<file path="config.mk">
export PLATFORM = sky130hd
export DESIGN_NAME = positional_list_engine_flat
export DESIGN_NICKNAME = d
export VERILOG_FILES = /design/src/design/plm_pkg.sv /design/src/design/plm_if.sv /design/src/design/plm_store.sv /design/src/design/plm_seq.sv /design/src/design/positional_list_engine.sv /design/src/flat_wrapper.sv
export SDC_FILE = /design/constraint.sdc
export NUM_CORES = 1
export LEC_CHECK = 0
export ABC_AREA = 0
export BUFFER_PORTS_ARGS = -buffer_cell sky130_fd_sc_hd__buf_2
export CORE_MARGIN = 2
export CORE_UTILIZATION = 35
export CTS_BUF_LIST = sky130_fd_sc_hd__clkbuf_16
export CTS_CLUSTER_SIZE = 20
export DETAILED_ROUTE_END_ITERATION = 10
export PLACE_DENSITY_LB_ADDON = 0.12
export SLEW_MARGIN = 20
export SYNTH_ARGS = -nofsm -noshare
export SYNTH_HDL_FRONTEND = slang
export SYNTH_SLANG_ARGS = --single-unit
</file>
<file path="constraint.sdc">
create_clock -name i_clk -period 8.2 [get_ports i_clk]
set_clock_uncertainty 0.1 [all_clocks]
set_input_delay 1.64 -clock i_clk [delete_from_list [all_inputs] [get_ports i_clk]]
set_output_delay 1.64 -clock i_clk [all_outputs]
set_load 0.01 [all_outputs]
</file>
<file path="src/design/plm_pkg.sv">
// Shared types and codes of the positional list engine.
// Depends on nothing; plm_if, plm_seq and the top file refer to it by scoped names.
`timescale 1ns / 1ps
`default_nettype none

package plm_pkg;

    // Fixed field widths of the request and result channels.
    localparam int REQ_W  = 2;
    localparam int POS_W  = 5;
    localparam int DATA_W = 32;
    localparam int CNT_W  = 5;
    localparam int STAT_W = 2;

    // Request kinds.
    localparam logic [REQ_W-1:0] REQ_GET = 2'd0;
    localparam logic [REQ_W-1:0] REQ_INS = 2'd1;
    localparam logic [REQ_W-1:0] REQ_DEL = 2'd2;
    localparam logic [REQ_W-1:0] REQ_CLR = 2'd3;

    // Result status codes.
    localparam logic [STAT_W-1:0] ST_OK    = 2'd0;
    localparam logic [STAT_W-1:0] ST_RANGE = 2'd1;
    localparam logic [STAT_W-1:0] ST_FULL  = 2'd2;

    // One request as seen by the sequencer.
    typedef struct packed {
        logic [REQ_W-1:0]  req_type;
        logic [POS_W-1:0]  position;
        logic [DATA_W-1:0] new_value;
    } t_req;

    // One result as handed from the sequencer to the output register.
    typedef struct packed {
        logic [STAT_W-1:0] status;
        logic [DATA_W-1:0] read_value;
        logic [CNT_W-1:0]  entry_count;
    } t_res;

endpackage

`default_nettype wire

</file>
<file path="src/design/plm_if.sv">
// Valid/ready channel interfaces for requests and results of the list engine.
// Depends on plm_pkg for the field widths.
`timescale 1ns / 1ps
`default_nettype none

interface plm_req_if;
    logic                       valid;
    logic                       ready;
    logic [plm_pkg::REQ_W-1:0]  req_type;
    logic [plm_pkg::POS_W-1:0]  position;
    logic [plm_pkg::DATA_W-1:0] new_value;

    modport source (output valid, output req_type, output position, output new_value,
                    input ready);
    modport sink   (input valid, input req_type, input position, input new_value,
                    output ready);
endinterface

interface plm_res_if;
    logic                       valid;
    logic                       ready;
    logic [plm_pkg::STAT_W-1:0] status;
    logic [plm_pkg::DATA_W-1:0] read_value;
    logic [plm_pkg::CNT_W-1:0]  entry_count;

    modport source (output valid, output status, output read_value, output entry_count,
                    input ready);
    modport sink   (input valid, input status, input read_value, input entry_count,
                    output ready);
endinterface

`default_nettype wire

</file>
<file path="src/design/plm_store.sv">
// Entry store of the list engine: one write port and one read port with registered data.
// Depends on nothing but its parameters.
`timescale 1ns / 1ps
`default_nettype none

module plm_store #(
    parameter int DEPTH      = 16,
    parameter int VALUE_BITS = 32
) (
    input  wire                          i_clk,
    input  wire                          i_we,
    input  wire  [$clog2(DEPTH)-1:0]     i_waddr,
    input  wire  [VALUE_BITS-1:0]        i_wdata,
    input  wire  [$clog2(DEPTH)-1:0]     i_raddr,
    output logic [VALUE_BITS-1:0]        o_rdata
);

    logic [VALUE_BITS-1:0] r_mem [DEPTH];

    // Write port.
    always_ff @(posedge i_clk) begin
        if (i_we) begin
            r_mem[i_waddr] <= i_wdata;
        end
    end

    // Read port; the data appears in the cycle after the address.
    always_ff @(posedge i_clk) begin
        o_rdata <= r_mem[i_raddr];
    end

endmodule

`default_nettype wire

</file>
<file path="src/design/plm_seq.sv">
// Sequencer of the list engine: checks each request and moves entries one per cycle.
// Depends on plm_pkg and drives the ports of plm_store.
`timescale 1ns / 1ps
`default_nettype none

module plm_seq #(
    parameter int DEPTH      = 16,
    parameter int VALUE_BITS = 32
) (
    input  wire                          i_clk,
    input  wire                          i_rst_n,
    input  wire                          i_req_valid,
    input  wire  plm_pkg::t_req          i_req,
    output logic                         o_req_ready,
    output plm_pkg::t_res                o_res,
    output logic                         o_done,
    input  wire                          i_res_free,
    output logic                         o_we,
    output logic [$clog2(DEPTH)-1:0]     o_waddr,
    output logic [VALUE_BITS-1:0]        o_wdata,
    output logic [$clog2(DEPTH)-1:0]     o_raddr,
    input  wire  [VALUE_BITS-1:0]        i_rdata
);

    localparam int AW   = $clog2(DEPTH);
    localparam int CW   = $clog2(DEPTH + 1);
    localparam int CMPW = (CW > plm_pkg::POS_W) ? CW : plm_pkg::POS_W;

    typedef enum logic [2:0] {
        S_IDLE,
        S_GET,
        S_INS,
        S_INS_LAST,
        S_DEL_FIRST,
        S_DEL,
        S_DONE
    } t_state;

    t_state                     r_state, n_state;
    logic [AW-1:0]              r_pos, n_pos;
    logic [AW-1:0]              r_idx, n_idx;
    logic [VALUE_BITS-1:0]      r_val, n_val;
    logic [CW-1:0]              r_count, n_count;
    logic [plm_pkg::STAT_W-1:0] r_status, n_status;
    logic [VALUE_BITS-1:0]      r_rd, n_rd;

    logic [CMPW-1:0] pos_x;
    logic [CMPW-1:0] cnt_x;
    logic [AW-1:0]   pos_a;

    assign pos_x = CMPW'(i_req.position);
    assign cnt_x = CMPW'(r_count);
    assign pos_a = AW'(i_req.position);

    // Next state, bookkeeping and store port control.
    always_comb begin
        n_state  = r_state;
        n_pos    = r_pos;
        n_idx    = r_idx;
        n_val    = r_val;
        n_count  = r_count;
        n_status = r_status;
        n_rd     = r_rd;
        o_we     = 1'b0;
        o_waddr  = r_idx;
        o_wdata  = r_val;
        o_raddr  = r_idx;

        case (r_state)
            S_IDLE: begin
                if (i_req_valid) begin
                    n_pos    = pos_a;
                    n_val    = VALUE_BITS'(i_req.new_value);
                    n_status = plm_pkg::ST_OK;
                    n_rd     = '0;
                    case (i_req.req_type)
                        plm_pkg::REQ_GET: begin
                            if (pos_x >= cnt_x) begin
                                n_status = plm_pkg::ST_RANGE;
                                n_state  = S_DONE;
                            end else begin
                                o_raddr = pos_a;
                                n_state = S_GET;
                            end
                        end
                        plm_pkg::REQ_INS: begin
                            if (pos_x > cnt_x) begin
                                n_status = plm_pkg::ST_RANGE;
                                n_state  = S_DONE;
                            end else if (r_count == CW'(DEPTH)) begin
                                n_status = plm_pkg::ST_FULL;
                                n_state  = S_DONE;
                            end else if (pos_x == cnt_x) begin
                                // Append at the end: nothing to move.
                                o_we    = 1'b1;
                                o_waddr = pos_a;
                                o_wdata = VALUE_BITS'(i_req.new_value);
                                n_count = r_count + CW'(1);
                                n_state = S_DONE;
                            end else begin
                                // Start moving entries up from the last one.
                                o_raddr = AW'(r_count - CW'(1));
                                n_idx   = AW'(r_count - CW'(1));
                                n_state = S_INS;
                            end
                        end
                        plm_pkg::REQ_DEL: begin
                            if (pos_x >= cnt_x) begin
                                n_status = plm_pkg::ST_RANGE;
                                n_state  = S_DONE;
                            end else begin
                                o_raddr = pos_a;
                                n_state = S_DEL_FIRST;
                            end
                        end
                        default: begin
                            n_count = '0;
                            n_state = S_DONE;
                        end
                    endcase
                end
            end
            S_GET: begin
                n_rd    = i_rdata;
                n_state = S_DONE;
            end
            S_INS: begin
                // Entry read last cycle moves one place up.
                o_we    = 1'b1;
                o_waddr = r_idx + AW'(1);
                o_wdata = i_rdata;
                if (r_idx == r_pos) begin
                    n_state = S_INS_LAST;
                end else begin
                    o_raddr = r_idx - AW'(1);
                    n_idx   = r_idx - AW'(1);
                end
            end
            S_INS_LAST: begin
                o_we    = 1'b1;
                o_waddr = r_pos;
                o_wdata = r_val;
                n_count = r_count + CW'(1);
                n_state = S_DONE;
            end
            S_DEL_FIRST: begin
                n_rd = i_rdata;
                if ((CW'(r_pos) + CW'(1)) < r_count) begin
                    o_raddr = r_pos + AW'(1);
                    n_idx   = r_pos + AW'(1);
                    n_state = S_DEL;
                end else begin
                    n_count = r_count - CW'(1);
                    n_state = S_DONE;
                end
            end
            S_DEL: begin
                // Entry read last cycle moves one place down.
                o_we    = 1'b1;
                o_waddr = r_idx - AW'(1);
                o_wdata = i_rdata;
                if ((CW'(r_idx) + CW'(1)) < r_count) begin
                    o_raddr = r_idx + AW'(1);
                    n_idx   = r_idx + AW'(1);
                end else begin
                    n_count = r_count - CW'(1);
                    n_state = S_DONE;
                end
            end
            S_DONE: begin
                if (i_res_free) begin
                    n_state = S_IDLE;
                end
            end
            default: begin
                n_state = S_IDLE;
            end
        endcase
    end

    // State and registered results.
    always_ff @(posedge i_clk) begin
        if (!i_rst_n) begin
            r_state <= S_IDLE;
            r_count <= '0;
        end else begin
            r_state <= n_state;
            r_count <= n_count;
        end
        r_pos    <= n_pos;
        r_idx    <= n_idx;
        r_val    <= n_val;
        r_status <= n_status;
        r_rd     <= n_rd;
    end

    assign o_req_ready       = (r_state == S_IDLE);
    assign o_done            = (r_state == S_DONE);
    assign o_res.status      = r_status;
    assign o_res.read_value  = plm_pkg::DATA_W'(r_rd);
    assign o_res.entry_count = plm_pkg::CNT_W'(r_count);

endmodule

`default_nettype wire

</file>
<file path="src/design/positional_list_engine.sv">
// Positional list engine: ordered list of DEPTH values with get, insert, delete and clear.
// Depends on plm_pkg, plm_if, plm_store and plm_seq.
`timescale 1ns / 1ps
`default_nettype none

// The engine takes one request at a time and is not ready while it works on it.
// A get reads the entry at position p; an insert in the middle moves the entries from p
// up one place, starting with the last, and then writes the new value at p; a delete
// returns the entry at p and moves the later entries down one place. An append, a
// rejected request and a clear move no entries. The entry store moves one entry per cycle
// through its single read and single write port. A result waits in an output register, so a
// new request is taken while the previous result is still pending.
module positional_list_engine #(
    parameter int DEPTH      = 16,
    parameter int VALUE_BITS = 32
) (
    input  wire         i_clk,
    input  wire         i_rst_n,
    plm_req_if.sink     i_req,
    plm_res_if.source   o_res
);

    localparam int AW = $clog2(DEPTH);

    plm_pkg::t_req          s_req;
    plm_pkg::t_res          s_res;
    logic                   s_done;
    logic                   s_res_free;
    logic                   s_we;
    logic [AW-1:0]          s_waddr;
    logic [VALUE_BITS-1:0]  s_wdata;
    logic [AW-1:0]          s_raddr;
    logic [VALUE_BITS-1:0]  s_rdata;

    logic                   r_out_valid;
    plm_pkg::t_res          r_out;

    assign s_req.req_type  = i_req.req_type;
    assign s_req.position  = i_req.position;
    assign s_req.new_value = i_req.new_value;

    plm_seq #(
        .DEPTH      (DEPTH),
        .VALUE_BITS (VALUE_BITS)
    ) u_seq (
        .i_clk       (i_clk),
        .i_rst_n     (i_rst_n),
        .i_req_valid (i_req.valid),
        .i_req       (s_req),
        .o_req_ready (i_req.ready),
        .o_res       (s_res),
        .o_done      (s_done),
        .i_res_free  (s_res_free),
        .o_we        (s_we),
        .o_waddr     (s_waddr),
        .o_wdata     (s_wdata),
        .o_raddr     (s_raddr),
        .i_rdata     (s_rdata)
    );

    plm_store #(
        .DEPTH      (DEPTH),
        .VALUE_BITS (VALUE_BITS)
    ) u_store (
        .i_clk   (i_clk),
        .i_we    (s_we),
        .i_waddr (s_waddr),
        .i_wdata (s_wdata),
        .i_raddr (s_raddr),
        .o_rdata (s_rdata)
    );

    // Output register: loads a finished result when empty or being emptied.
    assign s_res_free = !r_out_valid || o_res.ready;

    always_ff @(posedge i_clk) begin
        if (!i_rst_n) begin
            r_out_valid <= 1'b0;
        end else if (s_done && s_res_free) begin
            r_out_valid <= 1'b1;
        end else if (o_res.ready) begin
            r_out_valid <= 1'b0;
        end
        if (s_done && s_res_free) begin
            r_out <= s_res;
        end
    end

    assign o_res.valid       = r_out_valid;
    assign o_res.status      = r_out.status;
    assign o_res.read_value  = r_out.read_value;
    assign o_res.entry_count = r_out.entry_count;

`ifndef SYNTHESIS
    // An accepted request always leaves the engine busy in the cycle after acceptance.
    a_busy_after_accept: assert property (@(posedge i_clk) disable iff (!i_rst_n)
        (i_req.valid && i_req.ready) |=> !i_req.ready)
        else $error("engine ready right after accepting a request");

    // A full-list rejection can only occur when the list holds DEPTH entries.
    a_full_count: assert property (@(posedge i_clk) disable iff (!i_rst_n)
        (s_done && s_res.status == plm_pkg::ST_FULL) |->
        (s_res.entry_count == plm_pkg::CNT_W'(DEPTH)))
        else $error("full status with a list that is not full");

    // A failed request never returns data.
    a_fail_zero: assert property (@(posedge i_clk) disable iff (!i_rst_n)
        (s_done && s_res.status != plm_pkg::ST_OK) |-> (s_res.read_value == '0))
        else $error("failed request returned a non-zero value");

    // A pending result is not overwritten while it waits.
    a_out_hold: assert property (@(posedge i_clk) disable iff (!i_rst_n)
        (o_res.valid && !o_res.ready) |=> (o_res.valid && $stable(r_out)))
        else $error("pending result changed before it was taken");
`endif

endmodule

`default_nettype wire
</file>
<file path="src/flat_wrapper.sv">
// flat-port wrapper written by rule: the top's interface ports become plain ports
module positional_list_engine_flat 
#(
    parameter int DEPTH      = 16,
    parameter int VALUE_BITS = 32
)
  (i_clk, i_rst_n, i_req_valid, i_req_req_type, i_req_position, i_req_new_value, i_req_ready, o_res_valid, o_res_status, o_res_read_value, o_res_entry_count, o_res_ready);
  plm_req_if i_req_i ();
  plm_res_if o_res_i ();
  input  wire i_clk;
  input  wire i_rst_n;
  input wire logic [$bits(i_req_i.valid)-1:0] i_req_valid;
  input wire logic [$bits(i_req_i.req_type)-1:0] i_req_req_type;
  input wire logic [$bits(i_req_i.position)-1:0] i_req_position;
  input wire logic [$bits(i_req_i.new_value)-1:0] i_req_new_value;
  output wire logic [$bits(i_req_i.ready)-1:0] i_req_ready;
  output wire logic [$bits(o_res_i.valid)-1:0] o_res_valid;
  output wire logic [$bits(o_res_i.status)-1:0] o_res_status;
  output wire logic [$bits(o_res_i.read_value)-1:0] o_res_read_value;
  output wire logic [$bits(o_res_i.entry_count)-1:0] o_res_entry_count;
  input wire logic [$bits(o_res_i.ready)-1:0] o_res_ready;
  assign i_req_i.valid = i_req_valid;
  assign i_req_i.req_type = i_req_req_type;
  assign i_req_i.position = i_req_position;
  assign i_req_i.new_value = i_req_new_value;
  assign i_req_ready = i_req_i.ready;
  assign o_res_valid = o_res_i.valid;
  assign o_res_status = o_res_i.status;
  assign o_res_read_value = o_res_i.read_value;
  assign o_res_entry_count = o_res_i.entry_count;
  assign o_res_i.ready = o_res_ready;
  positional_list_engine #(.DEPTH(DEPTH), .VALUE_BITS(VALUE_BITS)) u_core (.i_clk(i_clk), .i_rst_n(i_rst_n), .i_req(i_req_i), .o_res(o_res_i));
endmodule
</file>
==> impl_metrics.json <==
{
  "yosysWarnings": 0,
  "cp_data_required_time_ps": 8370,
  "htreeDepth": 3,
  "wire_per_inst_um": 24.2,
  "crit_path_start_kind": "input port",
  "cp-end-kind": "flip-flop",
  "synth_nets": 2009,
  "slew_headroom": 0.306,
  "netlist_area_sq_um": 27100,
  "vias": 17200,
  "synth-edff-count": 625,
  "crit_fanout": 17,
  "netlist_instances": 1947,
  "dieArea_sq_um": 79600,
  "holdCritPathClass": "reg -> reg",
  "grt_pass1_wl_um": 112000,
  "antenna_found_initial": 0,
  "ys_ff_latch": 666,
  "reg2reg_slack_ps": 2910,
  "drv_cap": 0,
  "ant_nets": 0,
  "max_freq_mhz": 186,
  "viasPerCell": 5.53,
  "final_util": 0.402,
  "grt_setup_unrepaired": "false",
  "synth_common_cells": "edfxtp_1 (625), nand2_1 (288), o21ai_0 (145), a21oi_1 (79), nand3_1 (78)",
  "die_w_um": 282,
  "worstReg2RegEnd": "u_core.u_store.o_rdata[14]",
  "clock_latency_ps": 620,
  "finalSetupViolCount": 0,
  "ys_seq_area_frac": 0.723,
  "core_sq_um": 77100,
  "cp.arrival_ps": 5540,
  "grt_pass1_vias": 16900,
  "cts.path.max_buffers": 3,
  "nets": 2060,
  "cts_tree": "built",
  "ys_top_cells_by_area": "edfxtp_1 (69%), nand2_1 (4.0%), dfxtp_1 (3.0%), o21ai_0 (2.7%), a32o_1 (2.3%)",
  "period_share": 0.655,
  "drc": 0,
  "async_flop_share": 0,
  "critPathKind": "in -> reg",
  "cts_made_buffers": 76,
  "globalRouteTotalUtil": 0.189,
  "initial_core_util": 0.351,
  "synth.largest_area_cell": "edfxtp_1",
  "postCtsSetupRepairBufs": 0,
  "outcome": "finished clean",
  "clk_pin_slew_ps": 50,
  "worst_slew_pin_slew_ps": 1040,
  "drt_first_pass_iters": 5,
  "fin_cells": 3101,
  "place.gp.congestion": 0.861,
  "ys_types": 75,
  "synth.avg_cell_area_sq_um": 13.9,
  "tns_ps": 0,
  "cts_root_buf": "clkbuf_16",
  "dp_cells": 2960,
  "cts.hold.buffers_added": 0,
  "die_h_um": 282,
  "grt-ovfl-total": 0,
  "ff2ff_path_depth": 12,
  "synth-main-ff-cell": "edfxtp_1",
  "reg2reg_from": "u_core.u_seq.r_idx[0]",
  "drt-total-wl_um": 75000,
  "port_buffers": 83,
  "layout_min_cycle_time_ps": 5370,
  "cts_resized": 0,
  "area_delta_synth_final_pct": 14.5,
  "drtIter0Drc": 1382,
  "yosysMostFrequentCell": "edfxtp_1",
  "holdCritStartpoint": "u_core.u_seq.r_rd[28]",
  "rows": 102,
  "num_antenna_cells": 0,
  "grt_max_degree": 127,
  "maxSlewViolCount": 0,
  "drive_above_1_share": 0.129,
  "cts.sinks": 666,
  "hold_viol": 0,
  "holdPathStages": 0,
  "io_pins": 84,
  "hold_end": "u_core.o_res.read_value[28]",
  "post-dp-hpwl_um": 42300,
  "yosys.area.top_type_share": 0.693
}
[per-stage QoR]
stage          instance area, sq um  hold WS (ps)  worst slack, ps
6_report                      31000           314             2830
5_1_grt                       31000           320             2640
4_1_cts                       31000           315             2800
3_5_place_dp                  28700           305             2160
3_3_place_gp                  28700           301             2160
2_1_floorplan                 27100           300             2890
[cell type report]
type / instances / area (sq um)
fill: 7232 / 46100
sequential: 666 / 19600
multi-input combinational: 1113 / 6990
clock buffer: 79 / 1980
tap: 1040 / 1300
timing repair buffer: 123 / 781
clock inverter: 62 / 309
inverter: 18 / 67.6
[worst max path at each step]
stage                       from                          end  slack, ps  cells after the start
4_1_cts        i_req_position[4]   u_core.u_store.r_mem[1][3]       2800                     11
2_1_floorplan  i_req_position[4]  u_core.u_store.r_mem[12][0]       2890                      9
3_5_place_dp   i_req_position[4]   u_core.u_store.r_mem[1][7]       2160                     11
3_3_place_gp   i_req_position[4]  u_core.u_store.r_mem[9][19]       2160                     11
6_report       i_req_position[4]  u_core.u_store.r_mem[9][19]       2830                     11
5_1_grt        i_req_position[4]  u_core.u_store.r_mem[9][19]       2640                     11
[cells in the final DEF (no fill, tap or decap), types with 7 or more instances in the layout]
cell type / synthesis / final
buf_2: 68 / 83
o221ai_1: 33 / 33
clkinv_2: 0 / 8
a31oi_1: 67 / 67
a32o_1: 62 / 62
inv_1: 18 / 46
a21oi_1: 79 / 79
a22oi_1: 67 / 67
clkinv_1: 0 / 18
nand2_1: 288 / 287
xnor2_1: 7 / 7
a32oi_1: 66 / 66
nand3_1: 78 / 76
nor2_1: 35 / 15
and2_1: 37 / 37
xor2_1: 7 / 7
clkbuf_16: 0 / 79
ha_1: 19 / 19
nor2b_1: 10 / 10
nor2_4: 0 / 19
o21ai_0: 145 / 144
buf_4: 4 / 36
o21ai_1: 7 / 7
edfxtp_1: 625 / 625
dfxtp_1: 41 / 41
[registers in the layout (all words and copies together), names as in the netlist]
name and count:
u_core.u_store.r_mem 512, u_core.o_res.read_value 32, u_core.u_seq.r_rd 32, u_core.u_seq.r_val 32, u_core.u_store.o_rdata 32, u_core.o_res.entry_count 5, u_core.u_seq.cnt_x 5, u_core.u_seq.r_idx 4
u_core.u_seq.r_pos 4, u_core.u_seq.r_state 3, u_core.o_res.status 2, u_core.u_seq.r_status 2, u_core.o_res.valid 1
[worst max-delay path, cell delays in order]
cell	delay (ps)
buf_2	110
ha_1	350
and3_1	320
and3_1	290
nand4_1	270
nor2_4	570
a22oi_1	180
o21ai_0	230
nand2_1	380
nor2_4	710
buf_4	470
[cells by family after synthesis]
group | synth area share
adder cells (fa/ha/maj) | 0.00878
AO/OA/AOI/OAI | 0.153
buffers and inverters | 0.0276
XOR/XNOR | 0.00453
multiplexers | 0.00305
flip-flops | 0.723
AND/OR/NAND/NOR | 0.0798
[routing by layer]
layer | up-vias | global-route usage | routed length, um
li1 | 7754 | - | -
met4 | 0 | 0.0650 | 1860
met1 | 8799 | 0.259 | 33800
met5 | - | 0 | 0
met3 | 124 | 0.0254 | 3300
met2 | 474 | 0.308 | 36000
Power is left out: the tool's default activity adds up to more than one toggle a clock period on the data nets, which glitch-free logic cannot reach.
